[src/hdl/ccl_pkg.sv]
// Shared types, codes and the Cyrillic glyph table for the LCD nibble writer.
package ccl_pkg;

    localparam logic [7:0] SYM_CR    = 8'h0D;
    localparam logic [7:0] SYM_LF    = 8'h0A;
    localparam logic [7:0] SYM_BS    = 8'h08;
    localparam logic [7:0] CMD_LINE1 = 8'h80;
    localparam logic [7:0] CMD_LINE2 = 8'hC0;

    localparam logic [7:0] CP_GLYPH_BASE = 8'd192;
    localparam logic [7:0] UTF_LEAD_A    = 8'd208;
    localparam logic [7:0] UTF_LEAD_B    = 8'd209;
    localparam logic [7:0] UTF_HI_FIRST  = 8'd144;
    localparam logic [7:0] UTF_HI_LAST   = 8'd191;
    localparam logic [7:0] UTF_LO_FIRST  = 8'd128;
    localparam logic [7:0] UTF_LO_OFFSET = 8'd80;

    localparam logic RS_INSTR = 1'b0;
    localparam logic RS_DATA  = 1'b1;

    typedef enum logic [2:0] {
        KIND_LINE1,
        KIND_LINE2,
        KIND_BACK,
        KIND_GLYPH,
        KIND_RAW,
        KIND_DROP
    } sym_kind_t;

    typedef struct packed {
        sym_kind_t   kind;
        logic [5:0]  idx;
        logic [7:0]  sym;
    } sym_item_t;

    typedef struct packed {
        logic [7:0]  value;
        logic        rs;
    } lcd_byte_t;

    localparam logic [7:0] GLYPH_ROM [64] = '{
        8'h41, 8'hA0, 8'h42, 8'hA1, 8'hE0, 8'h45, 8'hA3, 8'hA4,
        8'hA5, 8'hA6, 8'h4B, 8'hA7, 8'h4D, 8'h48, 8'h4F, 8'hA8,
        8'h50, 8'h43, 8'h54, 8'hA9, 8'hAA, 8'h58, 8'hE1, 8'hAB,
        8'hAC, 8'hE2, 8'hAD, 8'hAE, 8'h62, 8'hAF, 8'hB0, 8'hB1,
        8'h61, 8'hB2, 8'hB3, 8'hB4, 8'hE3, 8'h65, 8'hB6, 8'hB7,
        8'hB8, 8'hB9, 8'hBA, 8'hBB, 8'hBC, 8'hBD, 8'h6F, 8'hBE,
        8'h70, 8'h63, 8'hBF, 8'h79, 8'hE4, 8'h78, 8'hE5, 8'hC0,
        8'hC1, 8'hE6, 8'hC2, 8'hC3, 8'hC4, 8'hC5, 8'hC6, 8'hC7
    };

endpackage

[src/hdl/ccl_classify.sv]
// Stage 1: sorts the incoming byte into a kind and a glyph table index.
module ccl_classify (
    input  logic               clk,
    input  logic               rst_n,
    input  logic               utf8_mode,
    input  logic               in_valid,
    output logic               in_ready,
    input  logic [7:0]         in_sym,
    output logic               out_valid,
    input  logic               out_ready,
    output ccl_pkg::sym_item_t out_item
);

    logic               valid_reg;
    logic               valid_next;
    ccl_pkg::sym_item_t item_reg;
    ccl_pkg::sym_item_t item_next;
    logic [7:0]         diff_hi;
    logic [7:0]         diff_lo;

    assign diff_hi = in_sym - ccl_pkg::UTF_HI_FIRST;
    assign diff_lo = in_sym - ccl_pkg::UTF_LO_OFFSET;

    always_comb
    begin
        item_next.sym  = in_sym;
        item_next.idx  = in_sym[5:0];
        item_next.kind = ccl_pkg::KIND_RAW;
        if (in_sym == ccl_pkg::SYM_CR)
        begin
            item_next.kind = ccl_pkg::KIND_LINE1;
        end
        else if (in_sym == ccl_pkg::SYM_LF)
        begin
            item_next.kind = ccl_pkg::KIND_LINE2;
        end
        else if (in_sym == ccl_pkg::SYM_BS)
        begin
            item_next.kind = ccl_pkg::KIND_BACK;
        end
        else if (!utf8_mode)
        begin
            if (in_sym >= ccl_pkg::CP_GLYPH_BASE)
            begin
                item_next.kind = ccl_pkg::KIND_GLYPH;
            end
        end
        else if (in_sym == ccl_pkg::UTF_LEAD_A || in_sym == ccl_pkg::UTF_LEAD_B)
        begin
            item_next.kind = ccl_pkg::KIND_DROP;
        end
        else if (in_sym >= ccl_pkg::UTF_HI_FIRST && in_sym <= ccl_pkg::UTF_HI_LAST)
        begin
            item_next.kind = ccl_pkg::KIND_GLYPH;
            item_next.idx  = diff_hi[5:0];
        end
        else if (in_sym >= ccl_pkg::UTF_LO_FIRST && in_sym < ccl_pkg::UTF_HI_FIRST)
        begin
            item_next.kind = ccl_pkg::KIND_GLYPH;
            item_next.idx  = diff_lo[5:0];
        end
        else if (in_sym == 8'd0)
        begin
            item_next.kind = ccl_pkg::KIND_DROP;
        end
    end

    // dropped bytes are swallowed here and never occupy later stages
    assign valid_next = in_valid && (item_next.kind != ccl_pkg::KIND_DROP);
    assign in_ready   = !valid_reg || out_ready;

    always_ff @(posedge clk or negedge rst_n)
    begin
        if (!rst_n)
        begin
            valid_reg <= 1'b0;
        end
        else if (in_ready)
        begin
            valid_reg <= valid_next;
        end
    end

    always_ff @(posedge clk)
    begin
        if (in_ready && in_valid)
        begin
            item_reg <= item_next;
        end
    end

    assign out_valid = valid_reg;
    assign out_item  = item_reg;

endmodule

[src/hdl/ccl_lookup.sv]
// Stage 2: turns a classified symbol into the LCD byte and register select.
module ccl_lookup (
    input  logic               clk,
    input  logic               rst_n,
    input  logic               in_valid,
    output logic               in_ready,
    input  ccl_pkg::sym_item_t in_item,
    output logic               out_valid,
    input  logic               out_ready,
    output ccl_pkg::lcd_byte_t out_byte
);

    logic               valid_reg;
    ccl_pkg::lcd_byte_t byte_reg;
    ccl_pkg::lcd_byte_t byte_next;

    always_comb
    begin
        byte_next.rs = ccl_pkg::RS_DATA;
        case (in_item.kind)
            ccl_pkg::KIND_LINE1:
            begin
                byte_next.value = ccl_pkg::CMD_LINE1;
                byte_next.rs    = ccl_pkg::RS_INSTR;
            end
            ccl_pkg::KIND_LINE2:
            begin
                byte_next.value = ccl_pkg::CMD_LINE2;
                byte_next.rs    = ccl_pkg::RS_INSTR;
            end
            ccl_pkg::KIND_BACK:  byte_next.value = 8'h00;
            ccl_pkg::KIND_GLYPH: byte_next.value = ccl_pkg::GLYPH_ROM[in_item.idx];
            default:             byte_next.value = in_item.sym;
        endcase
    end

    assign in_ready = !valid_reg || out_ready;

    always_ff @(posedge clk or negedge rst_n)
    begin
        if (!rst_n)
        begin
            valid_reg <= 1'b0;
        end
        else if (in_ready)
        begin
            valid_reg <= in_valid;
        end
    end

    always_ff @(posedge clk)
    begin
        if (in_ready && in_valid)
        begin
            byte_reg <= byte_next;
        end
    end

    assign out_valid = valid_reg;
    assign out_byte  = byte_reg;

endmodule

[src/hdl/ccl_serial.sv]
// Stage 3: output register that sends one LCD byte as two nibble requests.
module ccl_serial (
    input  logic               clk,
    input  logic               rst_n,
    input  logic               in_valid,
    output logic               in_ready,
    input  ccl_pkg::lcd_byte_t in_byte,
    output logic               out_valid,
    input  logic               out_ready,
    output logic [3:0]         out_nibble,
    output logic               out_rs,
    output logic               out_last
);

    logic               valid_reg;
    logic               phase_reg;
    logic               phase_next;
    ccl_pkg::lcd_byte_t byte_reg;

    // a new byte may load as the low nibble leaves
    assign in_ready = !valid_reg || (out_ready && phase_reg);

    always_comb
    begin
        phase_next = phase_reg;
        if (in_ready)
        begin
            phase_next = 1'b0;
        end
        else if (out_ready)
        begin
            phase_next = 1'b1;
        end
    end

    always_ff @(posedge clk or negedge rst_n)
    begin
        if (!rst_n)
        begin
            valid_reg <= 1'b0;
            phase_reg <= 1'b0;
        end
        else
        begin
            phase_reg <= phase_next;
            if (in_ready)
            begin
                valid_reg <= in_valid;
            end
        end
    end

    always_ff @(posedge clk)
    begin
        if (in_ready && in_valid)
        begin
            byte_reg <= in_byte;
        end
    end

    assign out_valid  = valid_reg;
    assign out_nibble = phase_reg ? byte_reg.value[3:0] : byte_reg.value[7:4];
    assign out_rs     = byte_reg.rs;
    assign out_last   = phase_reg;

endmodule

[src/hdl/cyrillic_char_to_lcd_nibbles_top.sv]
// Top level: character byte in, LCD 4-bit bus nibble requests out.
//
// Input channel: char_byte with char_valid / char_ready. A request is taken
// on a rising edge with both high. Output channel: nibble, reg_select and
// last with nib_valid / nib_ready; each accepted character yields either no
// request or two (high nibble first, then low nibble with last set), both
// with the same reg_select. CR and LF become cursor instructions, backspace
// sends data 0, Cyrillic codes go through the glyph table.
// utf8_mode_we / utf8_mode_wdata write the mode bit (0 CP1251, 1 UTF-8);
// write it only while the block is empty.
// The high nibble is offered once the character has moved through the
// classify and lookup registers into the output register, the low nibble
// in the following cycle when the receiver takes each at once.
// A character that produces output leaves as two requests over the single
// nibble port; a new byte loads as its low nibble leaves. Dropped bytes
// (UTF-8 lead bytes, zero in UTF-8 mode) are discarded in the first stage.
// Reset (rst_n low, asynchronous) empties all stages and clears the mode
// bit to CP1251. When nib_ready is low the requests wait in the stages;
// char_ready falls once all three stages are full, and nothing is lost.
module cyrillic_char_to_lcd_nibbles_top (
    input  logic       clk,
    input  logic       rst_n,
    input  logic       utf8_mode_we,
    input  logic       utf8_mode_wdata,
    input  logic       char_valid,
    output logic       char_ready,
    input  logic [7:0] char_byte,
    output logic       nib_valid,
    input  logic       nib_ready,
    output logic [3:0] nibble,
    output logic       reg_select,
    output logic       last
);

    logic               utf8_mode_reg;
    logic               cls_valid;
    logic               cls_ready;
    ccl_pkg::sym_item_t cls_item;
    logic               lut_valid;
    logic               lut_ready;
    ccl_pkg::lcd_byte_t lut_byte;

    // mode register: the user must write it only when the pipeline is empty; the block does not enforce this
    always_ff @(posedge clk or negedge rst_n)
    begin
        if (!rst_n)
        begin
            utf8_mode_reg <= 1'b0;
        end
        else if (utf8_mode_we)
        begin
            utf8_mode_reg <= utf8_mode_wdata;
        end
    end

    ccl_classify u_classify (
        .clk       (clk),
        .rst_n     (rst_n),
        .utf8_mode (utf8_mode_reg),
        .in_valid  (char_valid),
        .in_ready  (char_ready),
        .in_sym    (char_byte),
        .out_valid (cls_valid),
        .out_ready (cls_ready),
        .out_item  (cls_item)
    );

    ccl_lookup u_lookup (
        .clk       (clk),
        .rst_n     (rst_n),
        .in_valid  (cls_valid),
        .in_ready  (cls_ready),
        .in_item   (cls_item),
        .out_valid (lut_valid),
        .out_ready (lut_ready),
        .out_byte  (lut_byte)
    );

    ccl_serial u_serial (
        .clk        (clk),
        .rst_n      (rst_n),
        .in_valid   (lut_valid),
        .in_ready   (lut_ready),
        .in_byte    (lut_byte),
        .out_valid  (nib_valid),
        .out_ready  (nib_ready),
        .out_nibble (nibble),
        .out_rs     (reg_select),
        .out_last   (last)
    );

endmodule
[config.mk]
export PLATFORM = sky130hd
export DESIGN_NAME = cyrillic_char_to_lcd_nibbles_top
export DESIGN_NICKNAME = d
export VERILOG_FILES = /design/src/hdl/ccl_pkg.sv /design/src/hdl/ccl_classify.sv /design/src/hdl/ccl_lookup.sv /design/src/hdl/ccl_serial.sv /design/src/hdl/cyrillic_char_to_lcd_nibbles_top.sv
export SDC_FILE = /design/constraint.sdc
export NUM_CORES = 1
export LEC_CHECK = 0
export BUFFER_PORTS_ARGS = -buffer_cell sky130_fd_sc_hd__clkbuf_2
export CORE_MARGIN = 1
export CORE_UTILIZATION = 54
export CTS_CLUSTER_SIZE = 10
export DETAILED_ROUTE_END_ITERATION = 10
export GPL_ROUTABILITY_DRIVEN = 0
export HOLD_SLACK_MARGIN = 0.08
export PLACE_DENSITY = 0.72
export SLEW_MARGIN = 20
export SYNTH_ARGS = -nofsm -noshare
export SYNTH_HDL_FRONTEND = slang
export SYNTH_HIERARCHICAL = 1
export SYNTH_SLANG_ARGS = --single-unit
[constraint.sdc]
create_clock -name clk -period 4.4 [get_ports clk]
set_input_delay 0.88 -clock clk [delete_from_list [all_inputs] [get_ports clk]]
set_output_delay 0.88 -clock clk [all_outputs]
set_load 0.05 [all_outputs]
# After elaboration in Yosys (flattened, before gate mapping)
# Memories as Yosys holds them, arrays and structs flattened.
# Index checks and enable logic that the tools add are counted.
# totals
regBits,40
romBits,512
input_bits,14
output_inout_bits,8
wordCells,71
mem_count,1
# classes
n_addsub,2
n_lt_le_gt_ge,6
n_eq_ne,9
mux,22
bitwise,1
reduce_logical,18
# mem_list
name,words,width,read_ports,rd_ports_with_merged_regs,write_ports,line_no,source
(name not given),64,8,1,0,0,ccl_lookup.sv:32,ccl_pkg::KIND_GLYPH: byte_next.value = ccl_pkg::GLYPH_ROM[in_item.idx];
# op_table
operator,n
$mux W6,6
$pmux W8 S4,1
$eq A8 B4 Y1 const B,3
$ge A8 B8 Y1 const B,3
$mux W3,7
$eq A8 B8 Y1 const B,2
$mux W8,2
$sub A6 B5 Y6 const B,2
$mux W9,1
$le A8 B8 Y1 const B,1
$logic_not A8 Y1,1
$lt A8 B8 Y1 const B,1
$ge A7 B7 Y1 const B,1
$logic_and A1 B1 Y1,7
$not A6 Y7,1
$eq A3 B2 Y1 const B,2
$logic_or A1 B1 Y1,4
$mux W1,4
$mux W4,1
$eq A3 B1 Y1 const B,1
$logic_not A1 Y1,3
$logic_not A3 Y1,1
$ne A3 B3 Y1 const B,1
$reduce_bool A2 Y1,1
$reduce_or A2 Y1,1

# Depth between registers and ports, before layout
# Gate-level depths: netlist (run 1).
# depth
depth_word,11
ltp_mapped,8
mapped_depth_nobuf,7

# By module
# The synthesis (run 1) kept the hierarchy.
# modules_own_cells
module,n_inst,cells_each,area_per_inst_um2,seq_area_each_um2
ccl_lookup,1,156,1293.7,295.3
ccl_classify,1,45,633.1,415.4
ccl_serial,1,22,434.2,320.3
cyrillic_char_to_lcd_nibbles_top,1,2,40.0,25.0

# Worst setup path before layout (run 1)
# No wires, ideal clock.
# synth_path
path_kind,input -> output
from,input nib_ready
to,output char_ready
arrival_time_ns,1.574
required_ns,3.520
path_slack_ns,1.946
path_stages,5
n_path_buf,0
cell_sequence,a21boi_2 > inv_1 > nand2b_1 > nor2b_1 > inv_1
# synth_between
elab_chain_cells,4
# synth_lines
element,line_no,source
"start, declared",cyrillic_char_to_lcd_nibbles_top.sv:29,"input logic nib_ready,"
$logic_and A1 B1 Y1,ccl_serial.sv:21,assign in_ready = !valid_reg || (out_ready && phase_reg);
$logic_or A1 B1 Y1,ccl_serial.sv:21,
net lut_ready,cyrillic_char_to_lcd_nibbles_top.sv:40,logic lut_ready;
$logic_or A1 B1 Y1,ccl_lookup.sv:37,assign in_ready = !valid_reg || out_ready;
net cls_ready,cyrillic_char_to_lcd_nibbles_top.sv:37,logic cls_ready;
$logic_or A1 B1 Y1,ccl_classify.sv:70,assign in_ready = !valid_reg || out_ready;
"end, declared",cyrillic_char_to_lcd_nibbles_top.sv:26,"output logic char_ready,"
# The timed path passes the listed nets, and every way through them passes these cells.

==> impl_results.md, run 1 <==
* Slew @ Worst Pin at 0.989 ns
* Mapped Cells at 225
* Die width at 68.7 um
* Syn-to-layout area delta at 7.40%
* Die H at 68.7 um
* Top-area cell type share of the netlist area at 0.388
* Synth Flop Type: edfxtp_1
* First-pass detailed-route iteration total at 5
* Estimated wirelength of the detail-placed design at 3180 um
* N_diodes at 0
* # hold bufs at CTS at 0
* Final cell count without fillers at 286
* Post-CTS setup buffers at 0
* Area of the die at 4720 um^2
* Routed WL at 4490 um
* F_max at 366 MHz
* Root Driver: clkbuf_8
* First-pass GRT wire length at 7040 um
* CTS Buffer Depth at 2
* Final ANT Viol Nets at 0
* Synthesized flop and latch total at 36
* Worst-path clk slew at ~0.070 ns
* Initial Util at 0.579
* DP Area at ~2500 um^2
* Via density at 6.16
* Layout cell share with drive strength beyond 1 at 0.191
* Clock Latency Late Sink at approximately 0.28 ns
* HP Class: in2async
* Overall Global Routing Usage at 0.205
* Rel. slew slack at 0.340
* CP required at roughly 4.5 ns
* RSZ-0062 raised after global routing: no
* Final-report setup violation count at 0
* Io pins at 22
* Sequential area share after synthesis at 0.440
* Clock buffers created by TritonCTS at 5
* Row count at 23
* Critical path type: reg2reg
* Ys async rst share at 0.139
* Final #Nets at 259
* Largest fanout on the critical path at 18
* Slew Viols, Final at 0
* TritonCTS clock tree: yes
* Post-Route Utilization at 0.622
* Library cells used by synthesis at 63
* Residual DRC count at 0
* P_leak at around 1.0 nW
* Final Skew at between 0.005 and 0.006 ns
* Synthesized area at 2400 um^2
* DRT iter0 DRCs at around 180
* Final period utilization at 0.621
* Largest register FFs at 13
* I/O Buffers at 21
* Largest net degree at the start of global routing at 42
* Main area contributors after synthesis: edfxtp_1, dfrtp_1, ha_1, mux2_4, nand2b_1
* Final instance area at 2580 um^2
* Type of origin of the critical path: flip-flop
* Element type at the critical path end: flip-flop
* Syn avg cell area at 10.7 um^2
* Commonest non-fill, non-tap cell in the layout: edfxtp_1
* Hold Vio Cnt, Final at 0
* Via count at between 1,500 and 2,000
* Leading area contributor after synthesis: edfxtp_1
* Max-Cap Viols at 0
* Placed cell count at 278
* Tmin final at around 2.7 ns
* Clk sink count at 36
* Max H-tree Level at 2
* Ys Warns at 6
* Fin Setup TNS at 0 ns
* Status: finished clean
* Syn nets at 249
* Worst IR Drop VDD at between 0.0003 and 0.0004 V
* R2R Path Start: u_classify/out_item[8]
* Post-synth EDFFs at 31
* Wire length per cell at approximately 16 um
* Number of global-route vias before repair at 1,503
* Reg2reg setup slack at 1.67 ns
* Most frequent cells in the layout: edfxtp_1, clkbuf_2, nand2_1, nand2b_1, o21ai_0
* Cell Pwr Density at 530 nW/um^2
* Critical path origin: u_classify/out_item[8]
* Hold_ws at about 0.41 ns
* CORE AREA at 4140 um^2
* GRT overflow at 0
* Initial antenna violation count at 0
* Arrival time worst endpoint at about 2.8 ns
* CTS-repair resized insts at 0
[stage by stage]
step	worst slack (ns)	power [mW]
6_report	1.67	1.37
5_1_grt	1.57	1.44
4_1_cts	1.68	1.37
3_5_place_dp	1.68	1.06
3_3_place_gp	1.71	1.06
2_1_floorplan	1.95	0.978
[layer usage]
| metal | up-vias | part of all wire | track usage |
|---|---|---|---|
| met5 | - | 0 | 0 |
| met4 | 0 | 0.015 | 0.0703 |
| met3 | 12 | 0.055 | 0.0510 |
| met2 | 68 | 0.47 | 0.320 |
| met1 | 810 | 0.46 | 0.276 |
| li1 | 871 | - | - |
[cell usage after synthesis, types with 6 or more instances]
| master | n |
|---|---|
| o211ai_1 | 6 |
| nor2b_1 | 10 |
| inv_1 | 9 |
| ha_1 | 10 |
| nand2_1 | 17 |
| buf_2 | 6 |
| edfxtp_1 | 31 |
| o21ai_0 | 11 |
| buf_4 | 6 |
| nand3_1 | 7 |
| nand2b_1 | 12 |
[cell families after synthesis]
group / share of synthesized area
AND/OR/NAND/NOR: 0.181
AO/OA/AOI/OAI: 0.195
flip-flops: 0.440
buffers and inverters: 0.0672
adder cells (fa/ha/maj): 0.0521
multiplexers: 0.0537
XOR/XNOR: 0.0109
[worst max-delay path: stages (launching register included)]
cell and delay [ns]:
edfxtp_1 0.75, inv_1 0.26, ha_1 0.40, and2b_4 0.19, nand2b_1 0.13, mux4_2 0.46, o311ai_1 0.33
[where the power goes]
group / leakage (nW) / internal, mW / switching (mW)
Sequential: 0.343 / 0.485 / 0.0835
Clock: 0.0645 / 0.200 / 0.108
Combinational: 0.595 / 0.181 / 0.310
[final cells by class]
class	count	area, um^2
clock inverter	1	30.0
sequential	36	1060
fill	334	1570
clock buffer	7	96.3
timing repair buffer	22	113
multi-input combinational	160	1180
tap	50	62.6
inverter	10	37.5
[final timing paths]
check / endpoint / depth (start not counted)
setup / recovery: u_lookup/out_byte[1] / 6
hold / removal: u_serial/out_last / 1
setup reg to reg: u_lookup/out_byte[1] / 6
hold reg to reg: u_serial/byte_reg[8] / 0
max in group asynchronous: u_lookup/out_valid / 1
min in group clk: u_serial/byte_reg[8] / 0
Note: power is estimated with default switching activity, not from simulation.
==> run 2, diff against run 1 <==
Clock period 4.4 ns to 2.85 ns, I/O delays scaled along.
==> impl_results.md, run 2 (same netlist as run 1, synthesis figures left out) <==
* Routed WL at 4670 um (+3.9%)
* Io pins at 22 (unchanged)
* N_diodes at 0 (unchanged)
* Final Skew at 0.00393 ns (-0.00184 ns)
* Via count at 1,768 (+0.40%)
* Critical path type: reg2out
* FILL cells at 358 (+7.2%)
* Most frequent cells in the layout: edfxtp_1, clkbuf_2, nand2_1, nand2b_1, o21ai_0
* Status: finished clean
* Crit-path max cell delay at 0.51 ns (-0.24 ns)
* Final instance area at 2640 um^2 (+2.4%)
* CP required at 2.28 ns (-2.18 ns)
* Cell Pwr Density at 856 nW/um^2 (+62%)
* Hold Vio Cnt, Final at 0 (unchanged)
* Rel. slew slack at 0.503 (+0.163)
* Final cell count without fillers at 290 (+1.4%)
* Root Driver: clkbuf_8
* P_leak at 1.04 nW (+3.3%)
* Register-to-Register Path Depth at 4 (-2)
* Post-CTS setup buffers at 0 (unchanged)
* Largest net degree at the start of global routing at 26 (-38%)
* DP Area at 2480 um^2 (+1.2%)
* Commonest non-fill, non-tap cell in the layout: edfxtp_1
* Initial Util at 0.579 (unchanged)
* Tot Pwr at 2.26 mW (+65%)
* Estimated wirelength of the detail-placed design at 3430 um (+8.1%)
* RSZ-0062 raised after global routing: no
* TritonCTS clock tree: yes
* WP buf/inv at 3 (+2)
* Element type at the critical path end: output pin
* Final #Nets at 263 (+1.5%)
* F_max at 443 MHz
* DRT iter0 DRCs at 187 (+5.1%)
* First-pass GRT wire length at 7460 um (+5.9%)
* CTS Buffer Depth at 2 (unchanged)
* GRT overflow at 0 (unchanged)
* # hold bufs at CTS at 0 (unchanged)
* Largest fanout on the critical path at 7 (-11)
* Via density at 6.10 (-0.99%)
* Syn-to-layout area delta at 10.0%
* Crit-path most repeated cell: inv_1
* Layout cell share with drive strength beyond 1 at 0.204 (+0.0135)
* CTS-repair resized insts at 0 (unchanged)
* Slew @ Worst Pin at 0.744 ns (-0.246 ns)
* Largest register FFs at 13 (unchanged)
* Overall Global Routing Usage at 0.218 (+0.0126)
* Type of origin of the critical path: flip-flop
* Cell chain of the critical path: a21boi_2, inv_1, nand2b_1, nor2b_1, inv_1, clkbuf_2
* Row count at 23 (unchanged)
* Clk sink count at 36 (unchanged)
* Cell family with most CP delay: flip-flops
* Final period utilization at 0.792
* Tmin final at 2.26 ns
* Residual DRC count at 0 (unchanged)
* Final-report setup violation count at 0 (unchanged)
* Crit path depth at 6 (unchanged)
* Fin Setup TNS at 0 ns (unchanged)
* Sequential Area at 1060 um^2 (unchanged)
* Worst-path clk slew at 0.07 ns (about the same)
* I/O Buffers at 21 (unchanged)
* Final ANT Viol Nets at 0 (unchanged)
* Max-Cap Viols at 0 (unchanged)
* Worst IR Drop VDD at 0.000643 V (+87%)
* Initial antenna violation count at 0 (unchanged)
* Placed cell count at 282 (+1.4%)
* Die width at 68.7 um (unchanged)
* Arrival time worst endpoint at 1.69 ns (-1.11 ns)
* Slowest CP cell: dfrtp_1
* Slew Viols, Final at 0 (unchanged)
* HP Class: in2async
* Number of global-route vias before repair at 1,634 (+8.7%)
* First-pass detailed-route iteration total at 4 (-1)
* CORE AREA at 4140 um^2 (unchanged)
* Wire length per cell at 16.1 um (+2.5%)
* Max H-tree Level at 2 (unchanged)
* Footprint of the multi-input gates at 1180 um^2 (unchanged)
* Clock buffers created by TritonCTS at 5 (unchanged)
* Die H at 68.7 um (unchanged)
* Area of the die at 4720 um^2 (unchanged)
* Clock Latency Late Sink at 0.28 ns (about the same)
* Hold_ws at 0.0982 ns (-0.309 ns)
==> run 2: changes by cell type in the layout (fill, tap and decap cells not counted) <==
cell       previous run  this run
clkbuf_8              7         5
bufinv_16             1         3
buf_4                 1         5
==> run 2: area by class of cell <==
cell class                      count  share of cell area
Timing Repair Buffer               26              0.0540
Tap cell                           50              0.0237
Sequential cell                    36               0.400
Clock buffer                        5              0.0261
Multi-Input combinational cell    160               0.448
Clock inverter                      3              0.0341
Inverter                           10              0.0142
==> run 2: where the power goes <==
part / switching, mW / internal [mW]
combinational: 0.503 / 0.291
sequential: 0.108 / 0.748
clock: 0.174 / 0.438
==> run 2: final timing paths <==
| path | from | endpoint | slack, ns |
|---|---|---|---|
| hold / removal | rst_n | u_serial/out_valid | 0.1 |
| max in group asynchronous | rst_n | u_classify/out_valid | 2.60 |
| setup / recovery | u_serial/out_last | char_ready | 0.59 |
| hold reg to reg | u_lookup/out_byte[7] | u_serial/byte_reg[7] | 0.42 |
| setup reg to reg | u_classify/out_item[10] | u_lookup/out_byte[1] | 0.60 |
| min in group clk | u_lookup/out_byte[7] | u_serial/byte_reg[7] | 0.42 |
==> run 2: through the flow <==
| step | setup WS, ns | util |
|---|---|---|
| final | 0.594 | 0.637 |
| after global placement | 0.621 | 0.599 |
| after floorplan | 0.599 | - |
| after detailed placement | 0.654 | 0.599 |
| after global routing | 0.412 | 0.637 |
| after CTS | 0.576 | 0.637 |
==> run 2: per-layer routing <==
layer	track usage	part of all wire	up-vias
li1	-	-	873
met1	0.268	0.44	828
met2	0.381	0.50	59
met3	0.0526	0.048	8
met4	0.0521	0.013	0
met5	0	0	-
==> run 3, diff against run 2 <==
Clock period 2.85 ns to 2.2 ns, I/O delays scaled along.
==> impl_results.md, run 3 (same netlist as run 1, synthesis figures left out) <==
* Arrival time worst endpoint at 2.11 ns (+0.42 ns)
* First-pass detailed-route iteration total at 5 (+1)
* F_max at 494 MHz
* I/O Buffers at 21 (unchanged)
* Clock buffers created by TritonCTS at 5 (unchanged)
* First-pass GRT wire length at 7710 um (+3.3%)
* DRT iter0 DRCs at 228 (+22%)
* Most Crowded Layer GR: met2
* R2R Path Start: u_classify/out_item[8]
* Worst r2r dst: u_lookup/out_byte[1]
* Tot Pwr at 2.77 mW (+22%)
* M2 GR Usage at 0.391 (+0.00980)
* Hold Vio Cnt, Final at 0 (unchanged)
* TritonCTS clock tree: yes
* Post-CTS setup buffers at 0 (unchanged)
* Layout cell share with drive strength beyond 1 at 0.236 (+0.0318)
* Die width at 68.7 um (unchanged)
* Overall Global Routing Usage at 0.228 (+0.0102)
* Slew Viols, Final at 0 (unchanged)
* Root Driver: clkbuf_8
* Most frequent cells in the layout: edfxtp_1, clkbuf_2, nand2_1, buf_4, nand2b_1
* Final period utilization at 0.920
* CP required at 2.29 ns (about the same)
* Status: finished clean
* HP Class: in2reg
* Clock Latency Late Sink at 0.28 ns (about the same)
* Via density at 6.22 (+2.0%)
* Fin Setup TNS at 0 ns (unchanged)
* Critical path type: reg2reg
* Slew @ Worst Pin at 0.474 ns (-0.269 ns)
* Row count at 23 (unchanged)
* Final ANT Viol Nets at 0 (unchanged)
* N_diodes at 0 (unchanged)
* Via count at 1,865 (+5.5%)
* Largest register FFs at 13 (unchanged)
* Type of origin of the critical path: flip-flop
* Worst IR Drop VDD at 0.000665 V (+3.4%)
* Tmin final at 2.02 ns
* CORE AREA at 4140 um^2 (unchanged)
* Commonest non-fill, non-tap cell in the layout: edfxtp_1
* # hold bufs at CTS at 1 (+1)
* Initial antenna violation count at 0 (unchanged)
* Final instance area at 2670 um^2 (+1.2%)
* Die H at 68.7 um (unchanged)
* Residual DRC count at 0 (unchanged)
* CTS Buffer Depth at 2 (unchanged)
* Largest net degree at the start of global routing at 20 (-23%)
* Post-Route Utilization at 0.645 (+0.00755)
* Final-report setup violation count at 0 (unchanged)
* Syn-to-layout area delta at 11.3%
* Estimated wirelength of the detail-placed design at 3560 um (+3.6%)
* Final #Nets at 273 (+3.8%)
* CTS-repair resized insts at 0 (unchanged)
* Number of global-route vias before repair at 1,630 (-0.24%)
* Cell Pwr Density at 1040 nW/um^2 (+21%)
* Wire length per cell at 15.9 um (-1.2%)
* Worst-path clk slew at 0.07 ns (about the same)
* Critical path origin: u_classify/out_item[8]
* Met1 Track Usage GR at 0.290 (+0.0222)
* Register-to-Register Path Depth at 6 (+2)
* Max H-tree Level at 2 (unchanged)
* Rel. slew slack at 0.684 (+0.181)
* GRT overflow at 0 (unchanged)
* Clk sink count at 36 (unchanged)
* Hold_ws at 0.374 ns (+0.276 ns)
* Routed WL at 4770 um (+2.2%)
* Final Skew at 0.00761 ns (+0.00368 ns)
* Io pins at 22 (unchanged)
* Max-Cap Viols at 0 (unchanged)
* RSZ-0062 raised after global routing: no
* Largest fanout on the critical path at 4 (-3)
* Element type at the critical path end: flip-flop
* Critical Path End: u_lookup/out_byte[1]
* P_leak at 1.06 nW (+2.3%)
* Reg2reg setup slack at 0.18 ns (-0.42 ns)
* DP Area at 2550 um^2 (+2.8%)
* Area of the die at 4720 um^2 (unchanged)
* Initial Util at 0.579 (unchanged)
* GR met3 Demand/Resource at 0.0444 (-0.00822)
-- run 3: changes by cell type in the layout (fill, tap and decap cells not counted), sizes merged --
cell	before	now
dlygate4sd3	0	1
buf	5	14
bufinv	3	1
clkinvlp	0	1
clkinv	0	1
-- run 3: area by class of cell --
class,instances,area (um^2)
Clock inverter,3,42.5
Fill cell,343,1470
Multi-Input combinational cell,160,1180
Sequential cell,36,1060
Inverter,10,37.5
Timing Repair Buffer,36,220
Clock buffer,5,68.8
Tap cell,50,62.6
-- run 3: critical path: stages (launching register included) --
cell and delay [ns]:
edfxtp_1 0.39, inv_1 0.12, ha_1 0.27, and2b_4 0.19
nand2b_1 0.13, mux4_2 0.46, o311ai_1 0.29
-- run 3: through the flow --
| stage | std cells | setup slack (ns) |
|---|---|---|
| floorplan | 225 | 0.0221 |
| global placement | 291 | 0.257 |
| detailed placement | 291 | 0.199 |
| CTS | 300 | 0.172 |
| global route | 300 | 0.0293 |
| finish | 300 | 0.176 |
-- run 3: worst min path at each step --
stage	from	to	slack [ns]	cells past startpoint
after floorplan	rst_n	u_classify/out_valid	0.14	0
after global placement	rst_n	u_classify/out_valid	0.26	1
after detailed placement	rst_n	utf8_mode_reg	0.26	1
after CTS	char_byte[3]	u_classify/out_item[11]	0.37	1
after global routing	char_byte[5]	u_classify/out_item[5]	0.37	1
final	char_byte[3]	u_classify/out_item[11]	0.37	1
-- run 3: metal layers --
layer	wire length, um	vias to the layer above
li1	-	895
met1	1950	869
met2	2430	90
met3	327	11
met4	64	0
met5	0	-
-- run 3: power breakdown --
group | total (mW) | switching [mW] | internal, mW
clock network | 0.567 | 0.232 | 0.335
registers | 1.06 | 0.0905 | 0.968
logic | 1.14 | 0.720 | 0.424
